$ cat config.mk
export PLATFORM = sky130hd
export DESIGN_NAME = nines_complement_decimal_adder_core
export DESIGN_NICKNAME = d
export VERILOG_FILES = /design/src/hw/rtl/ncda_pkg.sv /design/src/hw/rtl/ncda_digit_cell.sv /design/src/hw/rtl/ncda_cell_row.sv /design/src/hw/rtl/ncda_result_stage.sv /design/src/hw/rtl/nines_complement_decimal_adder_core.sv
export SDC_FILE = /design/constraint.sdc
export NUM_CORES = 2
export LEC_CHECK = 0
export ABC_AREA = 1
export BUFFER_PORTS_ARGS = -buffer_cell sky130_fd_sc_hd__buf_2
export CORE_MARGIN = 1
export CORE_UTILIZATION = 45
export DETAILED_ROUTE_END_ITERATION = 7
export SLEW_MARGIN = 20
export SYNTH_ARGS = -nofsm -noshare
export SYNTH_HDL_FRONTEND = slang
export SYNTH_SLANG_ARGS = --single-unit
$ cat constraint.sdc
create_clock -name clock -period 11.4 [get_ports clock]
set_clock_uncertainty 0.15 [all_clocks]
set_input_delay 1.71 -clock clock [delete_from_list [all_inputs] [get_ports clock]]
set_output_delay 1.71 -clock clock [all_outputs]
set_load 0.03 [all_outputs]
$ cat src/hw/rtl/ncda_pkg.sv
// Shared types and constants for the nines' complement decimal adder core.
// Used by the digit cell, the cell row, the result stage and the top level.
// Depends on nothing.
package ncda_pkg;

   localparam int unsigned MAX_DIGITS = 16;
   localparam int unsigned DIGIT_W    = 4;
   localparam int unsigned DATA_W     = MAX_DIGITS * DIGIT_W;
   localparam int unsigned LEN_W      = 5;
   localparam int unsigned DEC_BASE   = 10;
   localparam int unsigned DEC_NINE   = 9;

   // Request tdata layout, lowest bit first.
   localparam int unsigned REQ_A_LSB      = 0;
   localparam int unsigned REQ_A_SIGN     = REQ_A_LSB + DATA_W;
   localparam int unsigned REQ_B_LSB      = REQ_A_SIGN + 1;
   localparam int unsigned REQ_B_SIGN     = REQ_B_LSB + DATA_W;
   localparam int unsigned REQ_USED_W     = REQ_B_SIGN + 1;
   localparam int unsigned REQ_TDATA_W    = ((REQ_USED_W + 7) / 8) * 8;

   typedef enum logic {
      OP_ADD = 1'b0,
      OP_SUB = 1'b1
   } ncda_op_type;

   typedef enum logic [1:0] {
      STATUS_OK      = 2'd0,
      STATUS_POS_OVF = 2'd1,
      STATUS_NEG_OVF = 2'd2
   } ncda_status_type;

   // Word that travels along a row of digit cells. Each cell adds digit
   // pair x/y at its own position plus the incoming carry into r.
   typedef struct packed {
      logic [DATA_W-1:0] x;
      logic [DATA_W-1:0] y;
      logic [DATA_W-1:0] r;
      logic              carry;
      logic              x_sign;
      logic              y_sign;
      ncda_status_type   status;
   } ncda_word_type;

   // Result transaction, packed so that sum_digits lands in the lowest bits.
   typedef struct packed {
      ncda_status_type   status;
      logic [LEN_W-1:0]  sig_length;
      logic              sum_sign;
      logic [DATA_W-1:0] sum_digits;
   } ncda_result_type;

   localparam int unsigned RSP_TDATA_W = $bits(ncda_result_type);

endpackage

$ cat src/hw/rtl/ncda_digit_cell.sv
// One decimal digit cell: adds the digit pair at position INDEX with the
// carry from the cell for the next lower digit and registers the word for the next cell.
// Depends on ncda_pkg.
module ncda_digit_cell #(
   parameter int unsigned INDEX = 0
) (
   input  logic                   clock,
   input  logic                   reset,
   input  logic                   up_valid,
   output logic                   up_ready,
   input  ncda_pkg::ncda_word_type up_word,
   output logic                   dn_valid,
   input  logic                   dn_ready,
   output ncda_pkg::ncda_word_type dn_word
);

   localparam int unsigned DW = ncda_pkg::DIGIT_W;
   localparam logic [DW:0] TEN    = (DW+1)'(ncda_pkg::DEC_BASE);
   localparam logic [DW:0] TWENTY = (DW+1)'(2 * ncda_pkg::DEC_BASE);
   localparam logic [DW:0] THIRTY = (DW+1)'(3 * ncda_pkg::DEC_BASE);

   logic                    valid_ff;
   logic                    valid_in;
   ncda_pkg::ncda_word_type word_ff;
   ncda_pkg::ncda_word_type word_in;
   logic [DW:0]             digit_sum;
   logic [DW-1:0]           digit;

   always_comb begin
      digit_sum = {1'b0, up_word.x[DW*INDEX +: DW]} + {1'b0, up_word.y[DW*INDEX +: DW]}
                  + {{DW{1'b0}}, up_word.carry};
      // Digits above nine can push the sum past 19, so reduce by up to three tens.
      if (digit_sum >= THIRTY) begin
         digit = DW'(digit_sum - THIRTY);
      end else if (digit_sum >= TWENTY) begin
         digit = DW'(digit_sum - TWENTY);
      end else if (digit_sum >= TEN) begin
         digit = DW'(digit_sum - TEN);
      end else begin
         digit = DW'(digit_sum);
      end
      word_in                    = up_word;
      word_in.r[DW*INDEX +: DW]  = digit;
      word_in.carry              = (digit_sum >= TEN);
   end

   assign up_ready = !valid_ff || dn_ready;
   assign valid_in = up_ready ? up_valid : valid_ff;

   always_ff @(posedge clock) begin
      if (reset) begin
         valid_ff <= 1'b0;
      end else begin
         valid_ff <= valid_in;
      end
   end

   always_ff @(posedge clock) begin
      if (up_valid && up_ready) begin
         word_ff <= word_in;
      end
   end

   assign dn_valid = valid_ff;
   assign dn_word  = word_ff;

endmodule

$ cat src/hw/rtl/ncda_cell_row.sv
// Row of DIGITS digit cells that ripples a decimal carry one digit per stage.
// Depends on ncda_pkg and ncda_digit_cell.
module ncda_cell_row #(
   parameter int unsigned DIGITS = ncda_pkg::MAX_DIGITS
) (
   input  logic                   clock,
   input  logic                   reset,
   input  logic                   up_valid,
   output logic                   up_ready,
   input  ncda_pkg::ncda_word_type up_word,
   output logic                   dn_valid,
   input  logic                   dn_ready,
   output ncda_pkg::ncda_word_type dn_word
);

   logic                    chain_valid [DIGITS+1];
   logic                    chain_ready [DIGITS+1];
   ncda_pkg::ncda_word_type chain_word  [DIGITS+1];

   assign chain_valid[0]      = up_valid;
   assign chain_word[0]       = up_word;
   assign up_ready            = chain_ready[0];
   assign chain_ready[DIGITS] = dn_ready;
   assign dn_valid            = chain_valid[DIGITS];
   assign dn_word             = chain_word[DIGITS];

   genvar g;
   for (g = 0; g < DIGITS; g++) begin : g_cell
      ncda_digit_cell #(
         .INDEX(g)
      ) u_cell (
         .clock   (clock),
         .reset   (reset),
         .up_valid(chain_valid[g]),
         .up_ready(chain_ready[g]),
         .up_word (chain_word[g]),
         .dn_valid(chain_valid[g+1]),
         .dn_ready(chain_ready[g+1]),
         .dn_word (chain_word[g+1])
      );
   end

endmodule

$ cat src/hw/rtl/ncda_result_stage.sv
// Output stage: applies the final end-around fix, the late overflow check and
// the significant length search, and holds the result transaction.
// Depends on ncda_pkg.
module ncda_result_stage #(
   parameter int unsigned DIGITS = ncda_pkg::MAX_DIGITS
) (
   input  logic                     clock,
   input  logic                     reset,
   input  logic                     up_valid,
   output logic                     up_ready,
   input  ncda_pkg::ncda_word_type   up_word,
   output logic                     rsp_valid,
   input  logic                     rsp_ready,
   output ncda_pkg::ncda_result_type rsp_result
);

   localparam int unsigned DW    = ncda_pkg::DIGIT_W;
   localparam int unsigned LEN_W = ncda_pkg::LEN_W;

   logic                      valid_ff;
   logic                      valid_in;
   ncda_pkg::ncda_result_type result_ff;
   ncda_pkg::ncda_result_type result_in;
   logic                      res_sign;
   logic [DW-1:0]             fill;
   logic [LEN_W-1:0]          length;

   always_comb begin
      res_sign             = up_word.x_sign ^ up_word.carry;
      result_in.sum_digits = up_word.r;
      // A carry out of the increment row means every digit wrapped to zero;
      // the second end-around carry then leaves a one in the lowest digit.
      if (up_word.carry) begin
         result_in.sum_digits[DW-1:0] = DW'(1);
      end
      result_in.sum_sign = res_sign;
      result_in.status   = up_word.status;
      if (up_word.status == ncda_pkg::STATUS_OK && !up_word.x_sign && res_sign) begin
         result_in.status = ncda_pkg::STATUS_POS_OVF;
      end
      fill   = res_sign ? DW'(ncda_pkg::DEC_NINE) : '0;
      length = LEN_W'(1);
      for (int i = 0; i < DIGITS; i++) begin
         if (result_in.sum_digits[DW*i +: DW] != fill) begin
            length = LEN_W'(i + 1);
         end
      end
      result_in.sig_length = length;
   end

   assign up_ready = !valid_ff || rsp_ready;
   assign valid_in = up_ready ? up_valid : valid_ff;

   always_ff @(posedge clock) begin
      if (reset) begin
         valid_ff <= 1'b0;
      end else begin
         valid_ff <= valid_in;
      end
   end

   always_ff @(posedge clock) begin
      if (up_valid && up_ready) begin
         result_ff <= result_in;
      end
   end

   assign rsp_valid  = valid_ff;
   assign rsp_result = result_ff;

endmodule

$ cat src/hw/rtl/nines_complement_decimal_adder_core.sv
// Top level of the nines' complement decimal adder/subtractor.
// Depends on ncda_pkg, ncda_cell_row and ncda_result_stage.
//
// Usage: each request transaction carries two signed decimal operands in
// nines' complement BCD with a sign bit each, and tuser selects add or
// subtract. Each request yields exactly one response transaction holding the
// wrapped sum, its sign, the count of significant digits and an overflow code.
// On its way from acceptance to rsp_tvalid a request passes a first row of
// DIGITS cells that ripples the decimal carry one digit per cell, a second row of
// DIGITS cells that ripples the end-around increment, and one output register that
// finishes the result. Throughput is one transaction per cycle while the receiver
// does not stall, since every cell is a register stage that passes its word on each such cycle.
// Reset empties every stage. When the receiver holds rsp_tready low the full
// stages hold their words while empty stages further up keep filling, so
// requests are still taken until the whole pipeline is occupied.
module nines_complement_decimal_adder_core #(
   parameter int unsigned DIGITS = ncda_pkg::MAX_DIGITS
) (
   input  logic                             clock,
   input  logic                             reset,
   input  logic                             req_tvalid,
   output logic                             req_tready,
   // a_digits, a_sign, b_digits, b_sign, zero fill
   input  logic [ncda_pkg::REQ_TDATA_W-1:0] req_tdata,
   // operation
   input  logic                             req_tuser,
   output logic                             rsp_tvalid,
   input  logic                             rsp_tready,
   // sum_digits, sum_sign, sig_length, status
   output logic [ncda_pkg::RSP_TDATA_W-1:0] rsp_tdata
);

   localparam int unsigned DW     = ncda_pkg::DIGIT_W;
   localparam int unsigned DATA_W = ncda_pkg::DATA_W;

   ncda_pkg::ncda_word_type   entry_word;
   ncda_pkg::ncda_word_type   sum_word;
   ncda_pkg::ncda_word_type   incr_word;
   ncda_pkg::ncda_word_type   final_word;
   ncda_pkg::ncda_result_type result;
   logic [DATA_W-1:0]         b_raw;
   logic                      is_sub;
   logic                      sum_valid;
   logic                      sum_ready;
   logic                      final_valid;
   logic                      final_ready;
   logic                      first_sign;

   // Subtraction complements every digit of the second operand and flips its sign.
   always_comb begin
      is_sub              = (req_tuser == ncda_pkg::OP_SUB);
      b_raw               = req_tdata[ncda_pkg::REQ_B_LSB +: DATA_W];
      entry_word.x        = req_tdata[ncda_pkg::REQ_A_LSB +: DATA_W];
      entry_word.y        = b_raw;
      if (is_sub) begin
         for (int i = 0; i < DIGITS; i++) begin
            entry_word.y[DW*i +: DW] = DW'(ncda_pkg::DEC_NINE) - b_raw[DW*i +: DW];
         end
      end
      entry_word.r        = '0;
      entry_word.carry    = 1'b0;
      entry_word.x_sign   = req_tdata[ncda_pkg::REQ_A_SIGN];
      entry_word.y_sign   = req_tdata[ncda_pkg::REQ_B_SIGN] ^ is_sub;
      entry_word.status   = ncda_pkg::STATUS_OK;
   end

   ncda_cell_row #(
      .DIGITS(DIGITS)
   ) u_sum_row (
      .clock   (clock),
      .reset   (reset),
      .up_valid(req_tvalid),
      .up_ready(req_tready),
      .up_word (entry_word),
      .dn_valid(sum_valid),
      .dn_ready(sum_ready),
      .dn_word (sum_word)
   );

   // The sign acts as a modulo-2 top digit. The overflow check uses the
   // operand signs, and the carry out becomes the end-around increment.
   always_comb begin
      first_sign       = sum_word.x_sign ^ sum_word.y_sign ^ sum_word.carry;
      incr_word.x      = sum_word.r;
      incr_word.y      = '0;
      incr_word.r      = '0;
      incr_word.carry  = sum_word.carry;
      incr_word.x_sign = first_sign;
      incr_word.y_sign = 1'b0;
      incr_word.status = ncda_pkg::STATUS_OK;
      if (sum_word.x_sign == sum_word.y_sign) begin
         if (sum_word.x_sign && !first_sign) begin
            incr_word.status = ncda_pkg::STATUS_NEG_OVF;
         end else if (!sum_word.x_sign && first_sign) begin
            incr_word.status = ncda_pkg::STATUS_POS_OVF;
         end
      end
   end

   ncda_cell_row #(
      .DIGITS(DIGITS)
   ) u_incr_row (
      .clock   (clock),
      .reset   (reset),
      .up_valid(sum_valid),
      .up_ready(sum_ready),
      .up_word (incr_word),
      .dn_valid(final_valid),
      .dn_ready(final_ready),
      .dn_word (final_word)
   );

   ncda_result_stage #(
      .DIGITS(DIGITS)
   ) u_result (
      .clock     (clock),
      .reset     (reset),
      .up_valid  (final_valid),
      .up_ready  (final_ready),
      .up_word   (final_word),
      .rsp_valid (rsp_tvalid),
      .rsp_ready (rsp_tready),
      .rsp_result(result)
   );

   assign rsp_tdata = result;

endmodule

==> results.toml <==
[sta]
fmax_mhz = 156
slew_violations = 0
fin_hold_ws_ps = 229
period_minus_slack_ps = 6420
max_slew_margin_pct = 33.5
hold_viol = 0
setup_tns_ps = 0
period_share_pct = 56.3
tightest_slew_ps = 998
setup_slack_ps = 4980
setup_violations = 0
rsz0062_at_grt = "no"

[clock_tree]
cts_tree = "done"
postCtsSetupRepairBufs = 0
htree_levels = 5
ctsResizeCount = 0
cts.sink_count = 2745
clk_path_buf_depth = 4
cts-buffers-inserted = 286
insertion_delay_ps = 860
postCtsHoldBufs = 0
cts.reportedPaths.clkPinSlew_ps = 60
cts-root-buf = "clkbuf_16"

[place]
place_ws_ps = 4930
place.gp.congestion = 0.803
place_area_sq_mm = 0.0992
dpl.hpwl_mm = 62.5
io_buffers = 208

[logic_synthesis]
synth.area.mux_share_pct = 0
synth-compound-area-share_pct = 2.44
synth-seq-area-share_pct = 87.0
synth_top_family_by_area = "adder cells"
synth_fa_ha_area_share_pct = 4.16
ys_ff_latch = 2745
syn_area_sq_mm = 0.0943
synth_area_per_cell_sq_um = 19.8
yosys.area_share.simple_pct = 3.23
yosys_warnings = 0
synthCells = 4763
synth_cell_types = 41
syn-num-nets = 5199
synth_xor_area_share_pct = 1.12

[final_layout]
fillers = 16170
syn2layout_area_growth_pct = 14.4
final_area_sq_mm = 0.108
antenna_cells = 0
nets = 5721
utilization_pct = 51.9
drive_above_1_share_pct = 12.6

[critical_path]
crit_arrival_ps = 4560
worst_path_most_repeated_cell = "nor2_4"
path_class = "input port to output pin"
slowest_stage = "buf_2"
cp_top_family = "simple AND/OR/NAND/NOR gates"
r2r-start = "u_result.rsp_valid$_SDFFE_PP0P_"
cp.required_ps = 9540
path_cells = "buf_2, inv_2, nand3_2, nor2_4, nand4_4, nor2_4, nand4_4, nor2_4, nand4_4, nor2_4, nand4_4, nor2_4, nand4_4, nor2_4, nand4_4, nor2_4, nand4_1, nor2_1, nand3_1, buf_2"
setup.worst_path.start = "rsp_tready"
rr_endpoint = "u_sum_row.g_cell[0].u_cell.dn_word[193]$_DFFE_PP_"
cpPeakStageDelay_ps = 220
path_buf_inv = 3
reg2reg_depth = 21
crit_path_end = "req_tready"
rrSetupSlack_ps = 6940
crit_cells = 20
startpoint_type = "input port"
path_max_fanout = 4
cp-end-kind = "output pin"

[route]
drc_errors = 0
met3WireLength_mm = 4.92
met2_length_mm = 49.7
drt_iter0_drc = 2221
vias = 37227
drt-met1-wl_mm = 44.1
avgRoutedWirePerCell_um = 12.4
drtPass1Iterations = 7
dr.max_layer_used = "met4"
via_per_inst = 4.50
totalWireLength_mm = 103
final_antenna_net_count = 0

[power_and_ir_drop]
ir_worst_vdd_v = 0.000149
p_per_area_mw_per_mm2 = 184
p_leak_nw = 37.2

[outcome]
status = "finished, final reports clean"

[floorplanning]
rows = 167
coreArea_sq_mm = 0.208
die_area_sq_mm = 0.211
die_y_um = 460
pin_count = 215
initial_core_util_pct = 45.4
die_w_um = 460

[grt]
grt_max_degree = 88
grt_pass1_wl_mm = 175
grt.overflow.total = 0
grt_pass1_vias = 36919
grt_usage_pct = 9.79
antenna_found_initial = 0

[job]
drv_cap = 0

[min_path]
min_path_type = "flop to flop"
holdCritStartpoint = "u_incr_row.g_cell[10].u_cell.dn_word[15]$_DFFE_PP_"
kinds of logic after synthesis:
logic type                 Yosys count
adders and majority gates          295
DFF                               2745
and+or+nand+nor                    704
buffers and inverters              505
AOI/OAI and AO/OA                  393
xor gates and xnor gates           121
flip-flops by register name (all words and copies together) (netlist names):
register / flops
u_incr_row.g_cell.u_cell.dn_word: 1088
u_result.rsp_valid: 1
u_result.rsp_result: 72
u_incr_row.g_cell.u_cell.dn_valid: 16
u_sum_row.g_cell.u_cell.dn_word: 1552
u_sum_row.g_cell.u_cell.dn_valid: 16
area by class of cell:
class                      instances  area [sq um]  area share [%]
clock buffer                     354          7660            7.11
clock inverter                   129           931           0.863
inverter                         490          1850            1.72
multi-input combinational       1513         10500            9.70
sequential                      2745         82100            76.1
tap                             2788          3490            3.23
timing repair buffer             249          1370            1.27
cell usage in the layout (no fill, tap or decap), types with 33 or more instances in the layout:
| master | netlist | routed |
|---|---|---|
| clkbuf_16 | 0 | 296 |
| a21oi_1 | 167 | 163 |
| clkinv_1 | 0 | 64 |
| edfxtp_1 | 2712 | 2712 |
| o21ai_0 | 106 | 106 |
| xor2_1 | 92 | 92 |
| clkbuf_1 | 14 | 54 |
| nand3_1 | 101 | 101 |
| inv_1 | 489 | 473 |
| ha_1 | 264 | 264 |
| buf_4 | 0 | 39 |
| clkinv_2 | 0 | 38 |
| nand2_1 | 434 | 434 |
| nor2_1 | 117 | 104 |
| dfxtp_1 | 33 | 33 |
| buf_2 | 1 | 208 |
synth_stat cells, drive strengths merged:
cell	number	area share [%]
nand3	103	0.57
o31ai	2	0.016
and3	1	0.0066
a32o	14	0.15
xnor2	29	0.27
a31o	4	0.037
a211o	1	0.0093
fa	31	0.66
or2	21	0.14
inv	490	2.0
buf	1	0.0053
nand2	435	1.7
a21o	3	0.024
a211oi	7	0.056
o21ai	106	0.56
o22ai	6	0.040
edfxtp	2712	86
nor2	128	0.59
a22oi	8	0.064
a21oi	167	0.89
o211ai	5	0.040
nor3	4	0.021
ha	264	3.5
xor2	92	0.85
o2bb2ai	1	0.0093
and2	2	0.013
nand4	10	0.16
a31oi	23	0.15
o311ai	2	0.019
dfxtp	33	0.70
o32ai	1	0.0093
o221ai	16	0.15
clkbuf	14	0.056
o21bai	27	0.21
per-layer routing:
| metal | vias to the layer above | track usage (%) |
|---|---|---|
| li1 | 18712 | - |
| met1 | 17439 | 11.9 |
| met2 | 768 | 16.3 |
| met3 | 308 | 2.42 |
| met4 | 0 | 4.89 |
| met5 | - | 0 |
power by group:
group          internal [mW]  switching, mW
combinational          0.110          0.189
clock                   5.01           3.43
sequential              11.1         0.0319
through the flow:
| step | std cells | power, mW |
|---|---|---|
| after floorplan | 4763 | 11.6 |
| after CTS | 8267 | 20.2 |
| after detailed placement | 7784 | 11.7 |
| after global placement | 7784 | 11.6 |
| final | 8268 | 19.9 |
| after global routing | 8268 | 20.6 |
how the worst min path moves through the flow:
stage / cells past startpoint / slack, ps / to
after CTS: 0 / 230 / u_incr_row.g_cell[11].u_cell.dn_word[15]$_DFFE_PP_
after detailed placement: 0 / 250 / u_incr_row.g_cell[0].u_cell.dn_word[151]$_DFFE_PP_
after global routing: 0 / 220 / u_incr_row.g_cell[11].u_cell.dn_word[15]$_DFFE_PP_
after global placement: 0 / 250 / u_sum_row.g_cell[12].u_cell.dn_word[51]$_DFFE_PP_
final: 0 / 230 / u_incr_row.g_cell[11].u_cell.dn_word[15]$_DFFE_PP_
after floorplan: 0 / 250 / u_incr_row.g_cell[0].u_cell.dn_word[137]$_DFFE_PP_
Note: power is estimated with default switching activity, not from simulation.
